`src/rtl/bmma_pkg.sv`:
```
// Shared types, codes and constants for the blocked matrix multiply-accumulate block.
// No dependencies; every other file in rtl/ imports this package.
package bmma_pkg;

    localparam int unsigned MAX_ORDER_DEF = 64;
    localparam int unsigned ACC_BITS_DEF  = 40;

    localparam int unsigned REQ_W   = 3;
    localparam int unsigned IDX_W   = 6;
    localparam int unsigned VALUE_W = 40;
    localparam int unsigned CFG_W   = 7;
    localparam int unsigned AB_W    = 16;

    localparam logic [CFG_W-1:0] MATRIX_SIZE_RST = 7'd64;
    localparam logic [CFG_W-1:0] GRID_COUNT_RST  = 7'd8;

    // Register indexes
    localparam logic CFG_MATRIX_SIZE = 1'b0;
    localparam logic CFG_GRID_COUNT  = 1'b1;

    // Request codes
    localparam logic [REQ_W-1:0] REQ_LOAD_A  = 3'd0;
    localparam logic [REQ_W-1:0] REQ_LOAD_B  = 3'd1;
    localparam logic [REQ_W-1:0] REQ_LOAD_C  = 3'd2;
    localparam logic [REQ_W-1:0] REQ_COMPUTE = 3'd3;
    localparam logic [REQ_W-1:0] REQ_READ_C  = 3'd4;

    typedef enum logic [1:0] {
        CW_LOAD,
        CW_CLEAR,
        CW_MAC
    } c_wsel_t;

    typedef struct packed {
        logic    a_we;
        logic    b_we;
        logic    c_we;
        c_wsel_t c_wsel;
        logic    c_re;
        logic    c_rsel_req;
        logic    rd_capture;
        logic    div_start;
        logic    mac_issue;
        logic    acc_clear;
        logic    out_load;
        logic    out_done;
    } bmma_cmd_t;

    typedef struct packed {
        logic div_done;
        logic mac_busy;
    } bmma_stat_t;

    // Saturate a Q32.8 input word to the Q8.8 range
    function automatic logic signed [AB_W-1:0] sat_ab(input logic signed [VALUE_W-1:0] v);
        logic signed [AB_W-1:0] r;
        if (v > $signed({{(VALUE_W-AB_W){1'b0}}, 1'b0, {(AB_W-1){1'b1}}})) begin
            r = {1'b0, {(AB_W-1){1'b1}}};
        end else if (v < $signed({{(VALUE_W-AB_W){1'b1}}, 1'b1, {(AB_W-1){1'b0}}})) begin
            r = {1'b1, {(AB_W-1){1'b0}}};
        end else begin
            r = v[AB_W-1:0];
        end
        return r;
    endfunction

endpackage

```
`src/rtl/bmma_controller.sv`:
```
// Controller: request decode, clearing pass, Cannon block sequencing and result handshake.
// Depends on bmma_pkg; drives the datapath through bmma_cmd_t.
module bmma_controller #(
    parameter int unsigned MAX_ORDER = 64,
    parameter int unsigned LW        = $clog2(MAX_ORDER),
    parameter int unsigned NW        = $clog2(MAX_ORDER + 1)
) (
    input  logic                       aclk,
    input  logic                       aresetn,
    input  logic                       s_valid,
    output logic                       s_ready,
    input  logic [bmma_pkg::REQ_W-1:0] s_req_type,
    output logic                       m_valid,
    input  logic                       m_ready,
    output bmma_pkg::bmma_cmd_t        cmd,
    input  bmma_pkg::bmma_stat_t       stat,
    input  logic [NW-1:0]              grid_n,
    input  logic [NW-1:0]              side_n,
    output logic [2*LW-1:0]            ctrl_a_addr,
    output logic [2*LW-1:0]            ctrl_b_addr,
    output logic [2*LW-1:0]            ctrl_c_addr
);
    import bmma_pkg::*;

    localparam int unsigned AW = 2 * LW;

    typedef enum logic [3:0] {
        ST_CLEAR,
        ST_IDLE,
        ST_READ,
        ST_DIV,
        ST_ELEM,
        ST_MAC,
        ST_DRAIN,
        ST_WRITE,
        ST_DONE
    } state_t;

    state_t        state_reg, state_next;
    logic          m_valid_reg, m_valid_next;
    logic [AW-1:0] clr_reg, clr_next;
    logic [NW-1:0] bi_reg, bi_next, bj_reg, bj_next, step_reg, step_next;
    logic [NW-1:0] ib_reg, ib_next, jb_reg, jb_next;
    logic [NW-1:0] kb_reg, kb_next, kbase_reg, kbase_next;
    logic [NW-1:0] ks_reg, ks_next, ksbase_reg, ksbase_next;
    logic [NW-1:0] io_reg, io_next, jo_reg, jo_next, ko_reg, ko_next;

    logic [NW-1:0] mi, mj, mk, last_off, last_blk;
    logic          out_free, accept;
    logic          kb_wrap, ks_wrap;

    assign out_free = !m_valid_reg || m_ready;
    assign m_valid  = m_valid_reg;
    assign s_ready  = (state_reg == ST_IDLE);
    assign accept   = s_valid && s_ready;

    assign mi       = ib_reg + io_reg;
    assign mj       = jb_reg + jo_reg;
    assign mk       = kbase_reg + ko_reg;
    assign last_off = side_n - NW'(1);
    assign last_blk = grid_n - NW'(1);
    assign kb_wrap  = (kb_reg == last_blk);
    assign ks_wrap  = (ks_reg == last_blk);

    assign ctrl_a_addr = {mi[LW-1:0], mk[LW-1:0]};
    assign ctrl_b_addr = {mk[LW-1:0], mj[LW-1:0]};
    assign ctrl_c_addr = (state_reg == ST_CLEAR) ? clr_reg : {mi[LW-1:0], mj[LW-1:0]};

    always_comb begin
        state_next   = state_reg;
        m_valid_next = m_valid_reg && !m_ready;
        clr_next     = clr_reg;
        bi_next      = bi_reg;
        bj_next      = bj_reg;
        step_next    = step_reg;
        ib_next      = ib_reg;
        jb_next      = jb_reg;
        kb_next      = kb_reg;
        kbase_next   = kbase_reg;
        ks_next      = ks_reg;
        ksbase_next  = ksbase_reg;
        io_next      = io_reg;
        jo_next      = jo_reg;
        ko_next      = ko_reg;
        cmd          = '0;
        cmd.c_wsel   = CW_MAC;

        unique case (state_reg)
            ST_CLEAR: begin
                cmd.c_we   = 1'b1;
                cmd.c_wsel = CW_CLEAR;
                clr_next   = clr_reg + AW'(1);
                if (clr_reg == {AW{1'b1}}) begin
                    state_next = ST_IDLE;
                end
            end
            ST_IDLE: begin
                if (accept) begin
                    unique case (s_req_type)
                        REQ_LOAD_A: cmd.a_we = 1'b1;
                        REQ_LOAD_B: cmd.b_we = 1'b1;
                        REQ_LOAD_C: begin
                            cmd.c_we   = 1'b1;
                            cmd.c_wsel = CW_LOAD;
                        end
                        REQ_READ_C: begin
                            cmd.c_re       = 1'b1;
                            cmd.c_rsel_req = 1'b1;
                            cmd.rd_capture = 1'b1;
                            state_next     = ST_READ;
                        end
                        REQ_COMPUTE: begin
                            cmd.div_start = 1'b1;
                            state_next    = ST_DIV;
                        end
                        default: state_next = ST_IDLE;
                    endcase
                end
            end
            ST_READ: begin
                if (out_free) begin
                    cmd.out_load = 1'b1;
                    m_valid_next = 1'b1;
                    state_next   = ST_IDLE;
                end
            end
            ST_DIV: begin
                if (stat.div_done) begin
                    bi_next     = '0;
                    bj_next     = '0;
                    step_next   = '0;
                    ib_next     = '0;
                    jb_next     = '0;
                    kb_next     = '0;
                    kbase_next  = '0;
                    ks_next     = '0;
                    ksbase_next = '0;
                    io_next     = '0;
                    jo_next     = '0;
                    // grid wider than the order: nothing to do
                    state_next  = (side_n == '0) ? ST_DONE : ST_ELEM;
                end
            end
            ST_ELEM: begin
                cmd.c_re      = 1'b1;
                cmd.acc_clear = 1'b1;
                ko_next       = '0;
                state_next    = ST_MAC;
            end
            ST_MAC: begin
                cmd.mac_issue = 1'b1;
                ko_next       = ko_reg + NW'(1);
                if (ko_reg == last_off) begin
                    state_next = ST_DRAIN;
                end
            end
            ST_DRAIN: begin
                if (!stat.mac_busy) begin
                    state_next = ST_WRITE;
                end
            end
            ST_WRITE: begin
                cmd.c_we   = 1'b1;
                cmd.c_wsel = CW_MAC;
                state_next = ST_ELEM;
                jo_next    = jo_reg + NW'(1);
                if (jo_reg == last_off) begin
                    jo_next = '0;
                    io_next = io_reg + NW'(1);
                    if (io_reg == last_off) begin
                        io_next   = '0;
                        step_next = step_reg + NW'(1);
                        // rotate the inner block index
                        kb_next    = kb_wrap ? '0 : kb_reg + NW'(1);
                        kbase_next = kb_wrap ? '0 : kbase_reg + side_n;
                        if (step_reg == last_blk) begin
                            step_next   = '0;
                            bj_next     = bj_reg + NW'(1);
                            jb_next     = jb_reg + side_n;
                            ks_next     = ks_wrap ? '0 : ks_reg + NW'(1);
                            ksbase_next = ks_wrap ? '0 : ksbase_reg + side_n;
                            kb_next     = ks_wrap ? '0 : ks_reg + NW'(1);
                            kbase_next  = ks_wrap ? '0 : ksbase_reg + side_n;
                            if (bj_reg == last_blk) begin
                                bj_next     = '0;
                                jb_next     = '0;
                                bi_next     = bi_reg + NW'(1);
                                ib_next     = ib_reg + side_n;
                                ks_next     = bi_reg + NW'(1);
                                ksbase_next = ib_reg + side_n;
                                kb_next     = bi_reg + NW'(1);
                                kbase_next  = ib_reg + side_n;
                                if (bi_reg == last_blk) begin
                                    state_next = ST_DONE;
                                end
                            end
                        end
                    end
                end
            end
            ST_DONE: begin
                if (out_free) begin
                    cmd.out_load = 1'b1;
                    cmd.out_done = 1'b1;
                    m_valid_next = 1'b1;
                    state_next   = ST_IDLE;
                end
            end
            default: state_next = ST_IDLE;
        endcase
    end

    always_ff @(posedge aclk) begin
        if (!aresetn) begin
            state_reg   <= ST_CLEAR;
            m_valid_reg <= 1'b0;
            clr_reg     <= '0;
        end else begin
            state_reg   <= state_next;
            m_valid_reg <= m_valid_next;
            clr_reg     <= clr_next;
        end
        bi_reg     <= bi_next;
        bj_reg     <= bj_next;
        step_reg   <= step_next;
        ib_reg     <= ib_next;
        jb_reg     <= jb_next;
        kb_reg     <= kb_next;
        kbase_reg  <= kbase_next;
        ks_reg     <= ks_next;
        ksbase_reg <= ksbase_next;
        io_reg     <= io_next;
        jo_reg     <= jo_next;
        ko_reg     <= ko_next;
    end

endmodule

```
`config.mk`:
```
export PLATFORM = sky130hd
export DESIGN_NAME = bmma_controller
export DESIGN_NICKNAME = d
export VERILOG_FILES = /design/src/rtl/bmma_pkg.sv /design/src/rtl/bmma_controller.sv
export SDC_FILE = /design/constraint.sdc
export NUM_CORES = 1
export LEC_CHECK = 0
export BUFFER_PORTS_ARGS = -buffer_cell sky130_fd_sc_hd__buf_2
export CAP_MARGIN = 40
export CORE_ASPECT_RATIO = 0.9
export CORE_MARGIN = 2
export CORE_UTILIZATION = 40
export DETAILED_ROUTE_END_ITERATION = 12
export HOLD_SLACK_MARGIN = 0.05
export PLACE_DENSITY = 0.56
export REMOVE_ABC_BUFFERS = 1
export SYNTH_ARGS = -nofsm -noshare
export SYNTH_HDL_FRONTEND = slang
export SYNTH_SLANG_ARGS = --single-unit
```
`constraint.sdc`:
```
create_clock -name aclk -period 5.6 [get_ports aclk]
set_input_delay 0.84 -clock aclk [delete_from_list [all_inputs] [get_ports aclk]]
set_output_delay 0.84 -clock aclk [all_outputs]
set_load 0.01 [all_outputs]
```
Word level (Yosys, flattened, before mapping)
Index checks and enable logic that the tools add are counted.
{"block": "totals", "inputBits": 23, "word_cells": 169, "out_inout_bits": 51, "ff_bits": 101}
{"block": "op_classes", "n_reduce_logical": 18, "n_eq_ne": 32, "muxes": 86, "n_addsub": 18}
{"operator": "7-bit 2-to-1 mux", "n": 41}
{"operator": "7-bit one-hot mux with 2 select lines", "n": 12}
{"operator": "7-bit by 1-bit adder with 7-bit output (second input constant)", "n": 8}
{"operator": "7-bit equality test", "n": 8}
{"operator": "4-bit 2-to-1 mux", "n": 12}
{"operator": "4-bit one-hot mux with 8 select lines", "n": 1}
{"operator": "7-bit adder", "n": 4}
{"operator": "6-bit adder", "n": 3}
{"operator": "4-bit by 3-bit equality test with 1-bit output (second input constant)", "n": 4}
{"operator": "2-bit != test (second input constant)", "n": 8}
{"operator": "7-bit by 1-bit subtractor with 7-bit output (second input constant)", "n": 2}
{"operator": "12-bit by 1-bit adder with 12-bit output (second input constant)", "n": 1}
{"operator": "12-bit equality test (second input constant)", "n": 1}
{"operator": "12-bit 2-to-1 mux", "n": 1}
{"operator": "4-bit one-hot mux with 3 select lines", "n": 1}
{"operator": "1-bit 2-to-1 mux", "n": 9}
{"operator": "3-bit 2-to-1 mux", "n": 3}
{"operator": "9-bit 2-to-1 mux", "n": 1}
{"operator": "3-bit one-hot mux with 3 select lines", "n": 1}
{"operator": "4-bit by 2-bit equality test with 1-bit output (second input constant)", "n": 2}
{"operator": "7-bit logical NOT", "n": 1}
{"operator": "7-bit AND reduction", "n": 1}
{"operator": "3-bit by 2-bit equality test with 1-bit output (second input constant)", "n": 2}
{"operator": "2-bit by 1-bit != test with 1-bit output (second input constant)", "n": 3}
{"operator": "19 further kinds", "n": 24}

Logic depth before layout (Yosys ltp)
{"block": "depth", "ltp_word": 8, "mapped_depth": 12, "ltp_nobuf": 9}

Least setup slack after synthesis
Ideal clock, no wire load.
{"block": "synth_path", "path_kind": "input-to-reg", "start": "input side_n[0]", "end": "register bj_reg[0] (enable)", "cell_stages": 10, "t_required_ns": 5.215, "setup_time_ns": 0.385, "arrival_time_ns": 3.781, "path_slack_ns": 1.434, "n_path_buf": 1, "cell_sequence": "clkbuf_1 inv_1 ha_1 nor3b_1 xnor2_1 xnor2_1 nor3_1 a31o_2 and3_1 and2_1"}
{"block": "synth_via", "elab_chain_len": 4}
{"element": "start: declaration", "line": "bmma_controller.sv:18", "rtl": "input logic [NW-1:0] side_n,"}
{"element": "7-bit by 1-bit subtractor with 7-bit output (*)", "line": "bmma_controller.sv:60", "rtl": "assign last_off = side_n - NW'(1);"}
{"element": "7-bit equality test, on equally long branches", "line": "bmma_controller.sv:170, bmma_controller.sv:167"}
{"element": "2-bit != test (no source line)"}
{"element": "5-bit AND reduction (no source line) (*)"}
{"element": "end signal: assignment", "line": "bmma_controller.sv:224", "rtl": "bj_reg <= bj_next;"}
{"element": "end: declaration", "line": "bmma_controller.sv:42", "rtl": "logic [NW-1:0] bi_reg, bi_next, bj_reg, bj_next, step_reg, step_next;"}
Mark *: on every way between the ends. The rest lies on a longest branch, timed or not.
A chain may end at the register's enable or synchronous reset.

Worst setup path in the final report
{"block": "layout_path", "start": "input side_n[1]", "end": "register ib_reg[4] (enable)"}
{"block": "layout_via", "elab_chain_len": 4}
{"element": "7-bit by 1-bit subtractor with 7-bit output (*)", "line": "bmma_controller.sv:60"}
{"element": "7-bit equality test, on equally long branches", "line": "bmma_controller.sv:170, bmma_controller.sv:167"}
{"element": "2-bit != test (no source line)"}
{"element": "6-bit AND reduction (no source line) (*)"}
{"element": "end signal: assignment", "line": "bmma_controller.sv:226", "rtl": "ib_reg <= ib_next;"}
{"element": "end: declaration", "line": "bmma_controller.sv:43", "rtl": "logic [NW-1:0] ib_reg, ib_next, jb_reg, jb_next;"}
Marks and branches as above.

==> results_dict.tcl <==
set metrics [dict create \
    status "finished, final reports clean" \
    cpMostUsedCell "and3_1" \
    muxShareOfSynthArea_pct 0 \
    end_kind "flop" \
    path_max_fanout 13 \
    via_count 5581 \
    ys.flop_type "edfxtp_1" \
    grt-ovfl-total 0 \
    fin_cells 1077 \
    post_cts_buffers 0 \
    wl_per_cell_um 16.5 \
    clk_pin_slew_ns 0.07 \
    synth-simple-area-share_pct 19.3 \
    hold_slack_ns 0.533 \
    swShare_pct 24.5 \
    post-place-cells 1061 \
    drt_first_pass_iters 5 \
    io_pins 74 \
    rows 47 \
    routabilityCongestion 0.857 \
    fmax_mhz 263 \
    initial_utilization_pct 40.7 \
    grt.total_usage_pct 18.0 \
    totalWireLength_mm 17.8 \
    final_nets 904 \
    post_cts_resized 0 \
    clk_latency_ns 0.36 \
    critPathLaunchType "input port" \
    hold_start "clr_reg[1]$_SDFFE_PN0P_" \
    setup_viol 0 \
    io_buffers 73 \
    cts_tree "done" \
    ir_worst_vdd_mv 0.140 \
    first_global_vias 5149 \
    grt_pass1_wl_mm 27.9 \
    fin_crit_ns 3.81 \
    drive_gt1_share_pct 12.9 \
    top_usage_layer "met1" \
    async_flop_share_pct 0 \
    dieHeight_um 134 \
    viasPerCell 5.18 \
    reg2reg_from "state_reg[2]$_SDFFE_PN0P_" \
    ys_seq_area_share_pct 36.7 \
    final_common_cell "nor2_1" \
    tns_ns 0 \
    rsz0062_at_grt "false" \
    postSynthAreaPerCell_sq_um 9.66 \
    cts.sinks 97 \
    final_cell_mix "nor2_1 (88), xnor2_1 (81), edfxtp_1 (80)" \
    yosys_warnings 0 \
    crit_type "in2reg" \
    arrival_ns 3.79 \
    p_leak_uw 0.00347 \
    clockBufferDepth 2 \
    antennaDiodeCount 0 \
    design.core.area_sq_um 18300 \
    power.clock.fraction_pct 41.2 \
    synth-edff-count 80 \
    rr_worst_depth 7 \
    setup_ws_ns 1.79 \
    synth_compound_area_share_pct 10.4 \
    skew_ns 0.0105 \
    slowest_stage "and3_1" \
    dp_hpwl_mm 13.9 \
    worst-r2r-setup-slack_ns 2.28 \
    switching_power_uw 404 \
    antenna_found_initial 0 \
    share_seq_of_total_power_pct 47.4 \
    grt_use_met2_pct 26.3 \
    setup.worst_path.start "side_n[1]" \
    syn_inst 773 \
    max_slew_margin_pct 46.5 \
    slowest_delay_ns 0.61 \
    hold_depth 2 \
    ctsHoldBuffers 0 \
    finalCritPeriodShare_pct 68.0 \
    finalHoldViolations 0 \
    synth-seq-cells 97 \
    syn_to_final_growth_pct 11.1 \
    place_ws_ns 1.42 \
    fillCellCount 1803 \
    grt.met3_usage_pct 2.67 \
    largest_reg_flops 12 \
    internal_power_uw 1250 \
    critPathRequiredTime_ns 5.59 \
    cts_buffers 9 \
    synth_top_family_by_area "simple AND/OR/NAND/NOR gates" \
    die_width_um 148 \
    die_area_sq_um 19800 \
    synth_area_sq_um 7470 \
    grtUsageMet1_pct 27.9 \
    postRouteAntennaNets 0 \
    min_path_type "reg2reg" \
    combinationalPowerShare_pct 11.4 \
    power.density_nw_per_um2 199 \
    path_cells "buf_2, inv_1, ha_1, nor3b_1, xnor2_1, xor2_1, nand4_1, nand2_1, and3_1, and3_1" \
    synth_adder_area_share_pct 10.0 \
    grt_max_degree 27 \
    synthXorXnorAreaFrac_pct 19.0 \
    clockRootBuffer "clkbuf_16" \
    drv_slew 0 \
    htreeDepth 3 \
    dr.first_iter.drc_count 352 \
    tightest_slew_ns 0.796 \
    drc_errors 0 \
    max_cap_violations 0 \
    synth_cell_types 68 \
]
[final timing paths]
path | end
hold reg to reg | clr_reg[1]$_SDFFE_PN0P_
setup reg to reg | state_reg[1]$_SDFFE_PN0P_
setup / recovery | ib_reg[4]$_SDFFCE_PN0P_
hold / removal | clr_reg[1]$_SDFFE_PN0P_
[per-stage QoR]
stage / power, uW / util (%) / area, sq um
finish: 1650 / 45.2 / 8300
detailed placement: 986 / 43.5 / 7980
CTS: 1660 / 45.2 / 8300
floorplan: 919 / - / 7280
global placement: 986 / 43.5 / 7980
global route: 1710 / 45.2 / 8300
[routing by layer]
| metal | vias up | routed length, um |
|---|---|---|
| li1 | 2812 | - |
| met1 | 2640 | 9320 |
| met2 | 111 | 7490 |
| met3 | 18 | 710 |
| met4 | 0 | 233 |
| met5 | - | 0 |
[cell usage after synthesis, types with 5 or more instances]
library cell / n / area [sq um]
o21ai_0: 14 / 70.1
a21o_1: 15 / 113
nor2_1: 88 / 330
nor2b_1: 6 / 37.5
nand3_1: 37 / 185
xnor3_1: 7 / 158
buf_2: 7 / 35.0
fa_1: 7 / 140
nor4_1: 5 / 31.3
inv_1: 37 / 139
nand2_1: 55 / 206
buf_4: 9 / 67.6
ha_1: 47 / 588
o21a_1: 7 / 52.6
and3_1: 19 / 119
edfxtp_1: 80 / 2400
xor2_1: 61 / 534
and2_1: 23 / 144
xnor2_1: 81 / 709
a2bb2oi_1: 5 / 43.8
a21oi_1: 26 / 130
dfxtp_1: 17 / 340
nand2b_1: 8 / 50.1
clkbuf_1: 13 / 48.8
nor3_1: 15 / 75.1
nand4_1: 9 / 56.3
a22oi_1: 5 / 37.5
[power by group through the flow]
stage,clock [uW],sequential [uW],combinational (uW)
floorplan,0,796,123
global placement,0,798,188
detailed placement,0,798,188
CTS,688,782,189
global route,714,783,210
finish,679,782,188
[final cells by class]
cell class	instances	area, sq um	area share (%)
timing repair buffer	77	395	4.77
clock buffer	10	229	2.76
clock inverter	6	90.1	1.09
sequential	97	2740	33.1
tap	245	307	3.69
inverter	38	143	1.72
multi-input combinational	604	4390	52.9
[worst max-delay path: cells and delay by family]
kind | cells | cell delay [ns]
xor+xnor | 2 | 0.59
simple gates | 5 | 1.62
buf+inv | 2 | 0.44
fa+ha+maj | 1 | 0.28
[kinds of logic after synthesis]
logic type / Yosys count
DFF: 97
AOI/OAI and AO/OA: 110
and+or+nand+nor: 288
adders and majority gates: 56
xor gates and xnor gates: 150
buffers and inverters: 72
Power figures use the tool's default switching activity.
